[src/rtl/button_debounce_longpress_defines.svh]
`ifndef BUTTON_DEBOUNCE_LONGPRESS_DEFINES_SVH
`define BUTTON_DEBOUNCE_LONGPRESS_DEFINES_SVH

// same-cycle implication, checked on every rising clock edge outside reset
`define BDL_ASSERT_NOW(label, clk, rst, ante, cons) \
   label: assert property (@(posedge clk) disable iff (rst) (ante) |-> (cons)) \
      else $error("bdl assertion failed");

// next-cycle implication
`define BDL_ASSERT_NEXT(label, clk, rst, ante, cons) \
   label: assert property (@(posedge clk) disable iff (rst) (ante) |=> (cons)) \
      else $error("bdl assertion failed");

`endif

[src/rtl/bdl_pkg.sv]
`timescale 1ns / 1ps

package bdl_pkg;

   localparam logic [7:0]  DEBOUNCE_RESET  = 8'd200;
   localparam logic [15:0] LONGPRESS_RESET = 16'd6250;

   typedef enum logic {
      OP_TICK = 1'b0,
      OP_PIN  = 1'b1
   } bdl_op_type;

   // register index, taken from paddr bit 2
   typedef enum logic {
      REG_DEBOUNCE  = 1'b0,
      REG_LONGPRESS = 1'b1
   } bdl_reg_type;

   typedef struct packed {
      logic op;
      logic reset_pressed;
      logic start_pressed;
      logic case_low;
   } bdl_req_type;

   typedef struct packed {
      logic reset_request;
      logic startstop_request;
      logic setmode_request;
      logic case_opened;
      logic case_closed;
   } bdl_rsp_type;

endpackage

[src/rtl/bdl_if.sv]
`timescale 1ns / 1ps

interface bdl_req_if;
   logic valid;
   logic ready;
   logic op;
   logic reset_pressed;
   logic start_pressed;
   logic case_low;

   modport source (output valid, op, reset_pressed, start_pressed, case_low, input ready);
   modport sink (input valid, op, reset_pressed, start_pressed, case_low, output ready);
endinterface

interface bdl_rsp_if;
   logic valid;
   logic ready;
   logic reset_request;
   logic startstop_request;
   logic setmode_request;
   logic case_opened;
   logic case_closed;

   modport source (output valid, reset_request, startstop_request, setmode_request,
                   case_opened, case_closed, input ready);
   modport sink (input valid, reset_request, startstop_request, setmode_request,
                 case_opened, case_closed, output ready);
endinterface

[src/rtl/bdl_core.sv]
`timescale 1ns / 1ps
`include "button_debounce_longpress_defines.svh"

module bdl_core
   import bdl_pkg::*;
(
   input  logic        clock,
   input  logic        reset,
   input  logic        accept,
   input  bdl_req_type item,
   input  logic [7:0]  debounce_ticks,
   input  logic [15:0] longpress_ticks,
   output bdl_rsp_type result
);

   logic [7:0]  reset_count_ff, reset_count_in;
   logic [7:0]  start_count_ff, start_count_in;
   logic [15:0] both_hold_ff, both_hold_in;
   logic [7:0]  open_count_ff, open_count_in;
   logic        marked_open_ff, marked_open_in;
   logic        pin_accept;
   logic        tick_accept;
   logic        both_load;
   logic        tick_event;
   logic        case_closing;

   always_ff @(posedge clock) begin
      if (reset) begin
         reset_count_ff <= '0;
         start_count_ff <= '0;
         both_hold_ff   <= '0;
         open_count_ff  <= '0;
         marked_open_ff <= 1'b1;
      end else if (accept) begin
         reset_count_ff <= reset_count_in;
         start_count_ff <= start_count_in;
         both_hold_ff   <= both_hold_in;
         open_count_ff  <= open_count_in;
         marked_open_ff <= marked_open_in;
      end
   end

   always_comb begin
      reset_count_in = reset_count_ff;
      start_count_in = start_count_ff;
      both_hold_in   = both_hold_ff;
      open_count_in  = open_count_ff;
      marked_open_in = marked_open_ff;
      result         = '0;
      if (item.op == OP_TICK) begin
         // a counter at one expires on this tick
         if (reset_count_ff != 8'd0) begin
            reset_count_in       = reset_count_ff - 8'd1;
            result.reset_request = (reset_count_ff == 8'd1) && !item.start_pressed;
         end
         if (start_count_ff != 8'd0) begin
            start_count_in           = start_count_ff - 8'd1;
            result.startstop_request = (start_count_ff == 8'd1) && !item.reset_pressed;
         end
         if (both_hold_ff != 16'd0) begin
            both_hold_in           = both_hold_ff - 16'd1;
            result.setmode_request = (both_hold_ff == 16'd1);
         end
         if (open_count_ff != 8'd0) begin
            open_count_in = open_count_ff - 8'd1;
            if ((open_count_ff == 8'd1) && item.case_low) begin
               marked_open_in     = 1'b1;
               result.case_opened = 1'b1;
            end
         end
      end else begin
         reset_count_in = item.reset_pressed ? debounce_ticks : 8'd0;
         start_count_in = item.start_pressed ? debounce_ticks : 8'd0;
         both_hold_in   = (item.reset_pressed && item.start_pressed) ? longpress_ticks : 16'd0;
         if (item.case_low) begin
            open_count_in = debounce_ticks;
         end else if (marked_open_ff) begin
            marked_open_in     = 1'b0;
            result.case_closed = 1'b1;
         end
      end
   end

   assign pin_accept   = accept && (item.op == OP_PIN);
   assign tick_accept  = accept && (item.op == OP_TICK);
   assign both_load    = pin_accept && item.reset_pressed && item.start_pressed;
   assign tick_event   = result.reset_request || result.startstop_request ||
                         result.setmode_request || result.case_opened;
   assign case_closing = accept && result.case_closed;

   `BDL_ASSERT_NOW(a_pin_only_closes, clock, reset, pin_accept, !tick_event)
   `BDL_ASSERT_NOW(a_tick_never_closes, clock, reset, tick_accept, !result.case_closed)
   `BDL_ASSERT_NEXT(a_closed_clears_mark, clock, reset, case_closing, !marked_open_ff)
   `BDL_ASSERT_NEXT(a_hold_load, clock, reset, both_load, both_hold_ff == $past(longpress_ticks))

endmodule

[src/rtl/button_debounce_longpress.sv]
// the result of an accepted item is registered and shows at the output register in the next cycle
// throughput: one item per cycle while the output register is not stalled; all counters update in a single pass
// an item is taken while the output register is empty or being drained
// reset (synchronous, active high) clears counters and the output valid,
// marks the case open and restores debounce 200 and long press 6250 ticks
`timescale 1ns / 1ps
`include "button_debounce_longpress_defines.svh"

module button_debounce_longpress
   import bdl_pkg::*;
(
   input  logic        clock,
   input  logic        reset,
   bdl_req_if.sink     req,
   bdl_rsp_if.source   rsp,
   input  logic        csr_psel,
   input  logic        csr_penable,
   input  logic        csr_pwrite,
   input  logic [2:0]  csr_paddr,
   input  logic [31:0] csr_pwdata,
   output logic [31:0] csr_prdata,
   output logic        csr_pready
);

   logic [7:0]  debounce_ff;
   logic [15:0] longpress_ff;
   logic        csr_write;
   bdl_reg_type csr_reg;
   logic        deb_write;

   logic        req_accept;
   logic        rsp_accept;
   bdl_req_type item;
   bdl_rsp_type result;
   bdl_rsp_type rsp_ff;
   logic        rsp_valid_ff, rsp_valid_in;

   assign csr_pready = 1'b1;
   assign csr_write  = csr_psel && csr_penable && csr_pwrite && csr_pready;
   assign csr_reg    = bdl_reg_type'(csr_paddr[2]);
   assign deb_write  = csr_write && (csr_reg == REG_DEBOUNCE);

   always_ff @(posedge clock) begin
      if (reset) begin
         debounce_ff  <= DEBOUNCE_RESET;
         longpress_ff <= LONGPRESS_RESET;
      end else if (csr_write) begin
         case (csr_reg)
            REG_DEBOUNCE:  debounce_ff  <= csr_pwdata[7:0];
            REG_LONGPRESS: longpress_ff <= csr_pwdata[15:0];
            default: ;
         endcase
      end
   end

   always_comb begin
      case (csr_reg)
         REG_DEBOUNCE:  csr_prdata = {24'd0, debounce_ff};
         REG_LONGPRESS: csr_prdata = {16'd0, longpress_ff};
         default:       csr_prdata = '0;
      endcase
   end

   assign req.ready  = !rsp_valid_ff || rsp.ready;
   assign req_accept = req.valid && req.ready;
   assign rsp_accept = rsp_valid_ff && rsp.ready;

   assign item.op            = req.op;
   assign item.reset_pressed = req.reset_pressed;
   assign item.start_pressed = req.start_pressed;
   assign item.case_low      = req.case_low;

   bdl_core u_core (
      .clock           (clock),
      .reset           (reset),
      .accept          (req_accept),
      .item            (item),
      .debounce_ticks  (debounce_ff),
      .longpress_ticks (longpress_ff),
      .result          (result)
   );

   assign rsp_valid_in = req_accept || (rsp_valid_ff && !rsp.ready);

   always_ff @(posedge clock) begin
      if (reset) begin
         rsp_valid_ff <= 1'b0;
      end else begin
         rsp_valid_ff <= rsp_valid_in;
      end
   end

   always_ff @(posedge clock) begin
      if (req_accept) begin
         rsp_ff <= result;
      end
   end

   assign rsp.valid             = rsp_valid_ff;
   assign rsp.reset_request     = rsp_ff.reset_request;
   assign rsp.startstop_request = rsp_ff.startstop_request;
   assign rsp.setmode_request   = rsp_ff.setmode_request;
   assign rsp.case_opened       = rsp_ff.case_opened;
   assign rsp.case_closed       = rsp_ff.case_closed;

   `BDL_ASSERT_NOW(a_no_take_when_stalled, clock, reset, rsp_valid_ff && !rsp.ready, !req.ready)
   `BDL_ASSERT_NEXT(a_drain_empties, clock, reset, rsp_accept && !req_accept, !rsp_valid_ff)
   `BDL_ASSERT_NEXT(a_deb_write, clock, reset, deb_write, debounce_ff == $past(csr_pwdata[7:0]))

endmodule
[src/flat_wrapper.sv]
// flat-port wrapper written by rule: the top's interface ports become plain ports
module button_debounce_longpress_flat import bdl_pkg::*;
  (clock, reset, csr_psel, csr_penable, csr_pwrite, csr_paddr, csr_pwdata, csr_prdata, csr_pready, req_valid, req_op, req_reset_pressed, req_start_pressed, req_case_low, req_ready, rsp_valid, rsp_reset_request, rsp_startstop_request, rsp_setmode_request, rsp_case_opened, rsp_case_closed, rsp_ready);
  bdl_req_if req_i ();
  bdl_rsp_if rsp_i ();
  input  logic clock;
  input  logic reset;
  input  logic csr_psel;
  input  logic csr_penable;
  input  logic csr_pwrite;
  input  logic [2:0] csr_paddr;
  input  logic [31:0] csr_pwdata;
  output logic [31:0] csr_prdata;
  output logic csr_pready;
  input wire logic [$bits(req_i.valid)-1:0] req_valid;
  input wire logic [$bits(req_i.op)-1:0] req_op;
  input wire logic [$bits(req_i.reset_pressed)-1:0] req_reset_pressed;
  input wire logic [$bits(req_i.start_pressed)-1:0] req_start_pressed;
  input wire logic [$bits(req_i.case_low)-1:0] req_case_low;
  output wire logic [$bits(req_i.ready)-1:0] req_ready;
  output wire logic [$bits(rsp_i.valid)-1:0] rsp_valid;
  output wire logic [$bits(rsp_i.reset_request)-1:0] rsp_reset_request;
  output wire logic [$bits(rsp_i.startstop_request)-1:0] rsp_startstop_request;
  output wire logic [$bits(rsp_i.setmode_request)-1:0] rsp_setmode_request;
  output wire logic [$bits(rsp_i.case_opened)-1:0] rsp_case_opened;
  output wire logic [$bits(rsp_i.case_closed)-1:0] rsp_case_closed;
  input wire logic [$bits(rsp_i.ready)-1:0] rsp_ready;
  assign req_i.valid = req_valid;
  assign req_i.op = req_op;
  assign req_i.reset_pressed = req_reset_pressed;
  assign req_i.start_pressed = req_start_pressed;
  assign req_i.case_low = req_case_low;
  assign req_ready = req_i.ready;
  assign rsp_valid = rsp_i.valid;
  assign rsp_reset_request = rsp_i.reset_request;
  assign rsp_startstop_request = rsp_i.startstop_request;
  assign rsp_setmode_request = rsp_i.setmode_request;
  assign rsp_case_opened = rsp_i.case_opened;
  assign rsp_case_closed = rsp_i.case_closed;
  assign rsp_i.ready = rsp_ready;
  button_debounce_longpress u_core (.clock(clock), .reset(reset), .req(req_i), .rsp(rsp_i), .csr_psel(csr_psel), .csr_penable(csr_penable), .csr_pwrite(csr_pwrite), .csr_paddr(csr_paddr), .csr_pwdata(csr_pwdata), .csr_prdata(csr_prdata), .csr_pready(csr_pready));
endmodule
[config.mk]
export PLATFORM = sky130hd
export DESIGN_NAME = button_debounce_longpress_flat
export DESIGN_NICKNAME = d
export VERILOG_FILES = /design/src/rtl/bdl_pkg.sv /design/src/rtl/bdl_if.sv /design/src/rtl/bdl_core.sv /design/src/rtl/button_debounce_longpress.sv /design/src/flat_wrapper.sv
export VERILOG_INCLUDE_DIRS = /design/src /design/src/rtl
export SDC_FILE = /design/constraint.sdc
export NUM_CORES = 1
export LEC_CHECK = 0
export ABC_AREA = 1
export BUFFER_PORTS_ARGS = -buffer_cell sky130_fd_sc_hd__buf_2
export CORE_ASPECT_RATIO = 1.2
export CORE_MARGIN = 2
export CORE_UTILIZATION = 40
export CTS_BUF_LIST = sky130_fd_sc_hd__clkbuf_4 sky130_fd_sc_hd__clkbuf_8 sky130_fd_sc_hd__clkbuf_16
export DETAILED_ROUTE_END_ITERATION = 10
export PLACE_DENSITY = 0.66
export SLEW_MARGIN = 20
export SYNTH_ARGS = -nofsm -noshare
export SYNTH_HDL_FRONTEND = slang
export SYNTH_HIERARCHICAL = 1
export SYNTH_SLANG_ARGS = --single-unit
[constraint.sdc]
create_clock -name clock -period 2.3 [get_ports clock]
set_clock_uncertainty 0.05 [all_clocks]
set_input_delay 0.46 -clock clock [delete_from_list [all_inputs] [get_ports clock]]
set_output_delay 0.46 -clock clock [all_outputs]
set_load 0.05 [all_outputs]
## After elaboration in Yosys (flattened, before gate mapping)

Cells that the tools add are included.

| storage, ports and cells | value |
|---|---|
| bits of input ports | 46 |
| register bits after elaboration | 71 |
| output and inout port bits | 40 |

| operators by class | value |
|---|---|
| bitwise operators | 6 |
| reduce and logical (&&, ||, !) cells | 35 |
| muxes and demuxes | 19 |
| add/subtract/negate cells | 4 |
| eq/ne operators | 6 |

Operators by type and width:

| cell | number |
|---|---|
| 2-to-1 mux 8 bit | 9 |
| one-hot mux 32 bit (2 select lines) | 1 |
| 2-to-1 mux 16 bit | 3 |
| equality test 8 x 1 -> 1 bit, second input constant | 3 |
| nonzero test 8 bit | 3 |
| subtractor 8 x 1 -> 8 bit, second input constant | 3 |
| equality test 16 x 1 -> 1 bit, second input constant | 1 |
| nonzero test 16 bit | 1 |
| subtractor 16 x 1 -> 16 bit, second input constant | 1 |
| AND reduction 2 bit | 5 |
| nonzero test 2 bit | 5 |
| OR reduction 2 bit | 5 |
| logical AND 1 bit | 8 |
| 2-to-1 mux 1 bit | 6 |
| inverter 1 bit | 6 |
| logical NOT 1 bit | 4 |
| AND reduction 4 bit | 1 |
| AND reduction 3 bit | 1 |
| logical OR 1 bit | 2 |
| != test 2 x 1 -> 1 bit, second input constant | 1 |
| != test 2 bit, second input constant | 1 |

## Depth between registers and ports, before layout

| depth | value |
|---|---|
| word-level depth | 5 |
| gate-level depth with buffers | 10 |
| gate-level depth less buffers | 9 |

## Cells and area by module

The synthesis kept the hierarchy.

Modules (own cells, without submodules):

| module | sequential area each (µm²) | times used | area an instance (µm²) | cells each |
|---|---|---|---|---|
| bdl_core | 820.8 | 1 | 3074.2 | 515 |
| button_debounce_longpress | 650.6 | 1 | 1477.7 | 211 |

## Least setup slack after synthesis

OpenSTA, ideal clock, no wires.

| timing path | value |
|---|---|
| path type | register to register |
| from | reg u_core.rsp_valid_ff (netlist: u_core/rsp.valid) |
| to | reg u_core.u_core.open_count_ff[7] |
| arrival | 1765 ps |
| period minus slack after synthesis | 1929 ps |
| slack | 371 ps |
| library setup time | 114 ps |
| path buffers | 2 |
| stages on the path, launching flop included | 7 |
| cell sequence | dfxtp_1 -> a21oi_1 -> buf_2 -> clkbuf_1 -> nand4_1 -> a21oi_1 -> nor2_1 |

| between the ends | value |
|---|---|
| longest elaborated chain between the ends | 4 |

RTL lines:

| what | RTL line | RTL |
|---|---|---|
| from (decl) | button_debounce_longpress.sv:36 | `logic rsp_valid_ff, rsp_valid_in;` |
| from (signal assigned) | button_debounce_longpress.sv:89 | `rsp_valid_ff <= rsp_valid_in;` |
| logical NOT 1 bit | button_debounce_longpress.sv:64 | `assign req.ready = !rsp_valid_ff \|\| rsp.ready;` |
| logical OR 1 bit | button_debounce_longpress.sv:64 |  |
| logical AND 1 bit | button_debounce_longpress.sv:65 | `assign req_accept = req.valid && req.ready;` |
| net u_core.req_accept | button_debounce_longpress.sv:31 | `logic req_accept;` |
| AND reduction 3 bit (no source line) | n/a |  |
| to (signal assigned) | bdl_core.sv:38 | `open_count_ff <= open_count_in;` |
| to (decl) | bdl_core.sv:19 | `logic [7:0] open_count_ff, open_count_in;` |

The timed path passes the listed nets, and every way through them passes these cells.
A chain may end at the register's enable or synchronous reset.

## Worst setup path after layout

| timing path | value |
|---|---|
| from | in csr_paddr[2] |
| to | out csr_prdata[6] |

| between the ends | value |
|---|---|
| longest elaborated chain between the ends | 2 |

RTL lines:

| what | RTL line | RTL |
|---|---|---|
| from (decl) | flat_wrapper.sv:11 | `input logic [2:0] csr_paddr;` |
| inverter 1 bit | n/a |  |
| one-hot mux 32 bit (2 select lines) (*) | button_debounce_longpress.sv:57 | `case (csr_reg)` |
| to (decl) | flat_wrapper.sv:13 | `output logic [31:0] csr_prdata;` |

Every way passes the cells marked *; elsewhere a longest branch is shown, timed or not. The select of a mux whose other input is x is not followed.

==> impl_results.md <==
- Clock Tree Buf Depth: 2
- Clock latency reported for the late side of the worst-skew pair: 0.34 ns
- Number of port buffers: 50
- Critical Path Max Stage Delay: 0.28 ns
- Ports placed on the boundary: 86
- Setup TNS: 0 ns
- Cell count along the critical path: 5
- Antenna-violating nets left: 0
- Number of placed instances with taps included: 915
- First-pass GRT wire length: 18.2 mm
- Number of violations reported at the end of detailed-routing iteration 0: 185
- Height of the die: 121 microns
- # Max-Cap Violations: 0
- Category of the worst setup path launch point: primary input
- Routed wire length: 11.0 mm
- Worst Hold Slack: 0.291 ns
- Antenna diode count: 0
- Mean cell area of the mapped netlist: 6.27 sq um
- CTS H-Tree Depth: 3
- Capture point of the worst reg-to-reg path: u_core/u_core/start_count_ff[5]
- Layout overhead on the synthesized area: 14.3%
- Final count of negative-setup-slack endpoints: 0
- Clock-pin slew of the registers on the worst-case setup and hold paths: 0.06 ns
- Dominant register cell in the synthesized netlist: dfxtp_1
- Hold Fails Final Rpt: 0
- Critical setup path kind: in -> out
- Leading area contributor after synthesis: dfxtp_1
- Row cnt: 42
- Period utilisation layout: 81.2%
- Average wire per cell in the routed design: 11.8 microns
- Unique masters post-synth: 36
- Most common library cells after synthesis: nand2_1 (211), nor2_1 (127), inv_1 (72), dfxtp_1 (66), nand3_1 (60)
- Master of the slowest instance on the critical path: buf_4
- Full die area: 12,300 sq um
- Area contributors post-synth: dfxtp_1 (29%), nand2_1 (17%), nor2_1 (10%)
- Die span in x: 101 microns
- Worst-case vdd ir drop: 0.000340 V
- Post-route worst setup slack: 0.432 ns
- Maximum net fanout on the critical path: 20
- Lkg Pwr: 2.63 nW
- Series of cell instances along the critical path: buf_2, buf_4, nand2_1, nand2_1, buf_2
- Remaining Overflow, GRT: 0
- Run status: complete, no violations
- Portion of the post-synthesis area used by sequential elements: 32.3%
- Post-CTS setup buffer count: 0
- Root buffer selected by CTS: clkbuf_16
- DRC errors left: 0
- Worst-case hold path end point: u_core/longpress_ff[12]
- Post-Place Worst Slack: 0.419 ns
- Final cell count without fillers: 931
- Most repeated cell in the gate-level netlist after synthesis: nand2_1
- Final Slew Violations: 0
- Synthesized flop and latch total: 71
- Storage cell area: 1470 sq um
- Gates resized, CTS repair: 0
- Count of nets after finishing: 830
- Initial antenna violation count: 0
- Clock buffer count from CTS: 9
- Synth Instances: 726
- Via-per-instance ratio: 4.71
- Overall routing resource usage: 18.7%
- Number of cells on the worst hold path: 3
- Maximum number of pins on one net before global-route repair: 27
- Filler cell count in the final layout: 1,205
- Placer's final routability congestion estimate: 0.879
- Async set-reset flop share out of synthesis: 0%
- Area of the mapped netlist: 4550 sq um
- Count of flip-flops with a built-in enable after synthesis: 5
- Buffers & Inverters on Critical Path: 3
- Total via count in the routed design: 4,386
- Source of the worst register-to-register timing path: u_core/u_core/start_count_ff[0]
- Clock tree from TritonCTS: yes
- Number of global-route vias before repair: 3,940
- Proportion of layout cells with a drive suffix above 1: 14.2%
- Worst EP required: 1.79 ns
- Core area: 11,100 sq um
- Worst Reg-to-Reg Cells: 7
- HPWL after DPL: 8.09 mm
- Achievable frequency: 0.535 GHz
- Startpoint of the tightest hold check path: csr_pwdata[12]
- Detailed Routing Iterations Pass 1: 4
- CP delay by family, top: buffers and inverters
- Arrival time at the worst endpoint: 1.36 ns
- Synthesis warning total: 6
- Number of clock sinks: 71
- Setup repair after global routing missed its margin: no
- Area of combinational cells with multiple inputs: 2570 sq um
- Number of hold buffers added after cts: 0
- Total power after layout: 0.00393 W
- Final worst path period need: 1.87 ns
- Initial cell density of the core: 41.1%
- PwrDens: 755 nW/um^2
- Class of the worst hold path: in -> reg
- Setup slack, reg-to-reg: 0.64 ns
- Fraction of post-synthesis cell area in the top cell type by area: 29.0%
- Endpoint class of the critical path: primary output
-- cell type report --
| type | count | area share (%) |
|---|---|---|
| multi-input cells | 552 | 49.5 |
| flip-flops and latches | 71 | 28.3 |
| repair buffers | 62 | 6.78 |
| inverters | 76 | 5.48 |
| clock buffers | 12 | 5.34 |
| well taps | 154 | 3.70 |
| clock inverters | 4 | 0.938 |
-- sequential cells by signal, indices dropped and copies added (netlist names) --
name	cells
u_core/rsp.case_closed	1
u_core/rsp.case_opened	1
u_core/u_core/reset_count_ff	8
u_core/rsp.reset_request	1
u_core/rsp.valid	1
u_core/u_core/open_count_ff	8
u_core/debounce_ff	8
u_core/longpress_ff	16
u_core/rsp.startstop_request	1
u_core/u_core/start_count_ff	8
u_core/rsp.setmode_request	1
u_core/u_core/both_hold_ff	16
u_core/u_core/marked_open_ff	1
-- cell usage in the layout (no fill, tap or decap), types with 2 or more instances in the layout --
cell type	count
o22ai_1	5
nand2_1	211
nand3_1	60
a211oi_1	2
buf_4	11
o21ai_0	36
nand3_2	3
xnor2_1	2
nor3_1	2
nor2_2	7
xor2_1	6
edfxtp_1	5
dfxtp_1	66
conb_1	17
buf_2	50
a21oi_1	30
o21ai_1	2
ha_1	12
nand4_1	6
inv_2	3
clkbuf_16	10
inv_1	72
nor2_4	6
a21oi_2	5
clkbuf_8	2
nor2_1	127
nand2_2	6
-- where the power goes --
part           total (W)  internal (W)  switching [W]
logic            0.00101      0.000327       0.000687
clock network    0.00149      0.000963       0.000530
registers        0.00142       0.00134      0.0000848
total            0.00393       0.00263        0.00130
-- cells by family (layout without fill, tap and decap cells) --
| kind of cell | count (synthesis) | after routing | share of synthesized area, % |
|---|---|---|---|
| xor gates and xnor gates | 8 | 8 | 1.54 |
| other | 2 | 17 | 0.165 |
| adders and majority gates | 12 | 12 | 3.30 |
| buffers and inverters | 118 | 154 | 12.5 |
| DFF | 71 | 71 | 32.3 |
| and+or+nand+nor | 434 | 434 | 40.7 |
| AOI/OAI and AO/OA | 81 | 81 | 9.54 |
-- stage by stage --
stage	cell area, sq um	utilization [%]
floorplan	4610	-
global placement	4880	44.0
detailed placement	4880	44.0
CTS	5200	46.9
global route	5200	46.9
finish	5200	46.9
-- worst max path at each step --
| stage | endpoint | startpoint |
|---|---|---|
| 2_1_floorplan | u_core/u_core/open_count_ff[7] | u_core/rsp.valid |
| 3_3_place_gp | csr_prdata[6] | csr_paddr[2] |
| 3_5_place_dp | csr_prdata[6] | csr_paddr[2] |
| 4_1_cts | csr_prdata[6] | csr_paddr[2] |
| 5_1_grt | csr_prdata[6] | csr_paddr[2] |
| 6_report | csr_prdata[6] | csr_paddr[2] |
-- tightest hold or removal path: cells and delay by family --
| family | cells | cell delay [ns] |
|---|---|---|
| AND/OR/NAND/NOR | 2 | 0.10 |
| buffers and inverters | 1 | 0.08 |
-- metal layers --
metal / GRT usage, % / wire (microns) / vias to the layer above
li1: - / - / 2330
met1: 24.6 / 5290 / 1953
met5: 0 / 0 / -
met2: 30.4 / 5050 / 88
met4: 6.50 / 214 / 0
met3: 3.74 / 462 / 15
(Power assumes the default switching activity.)
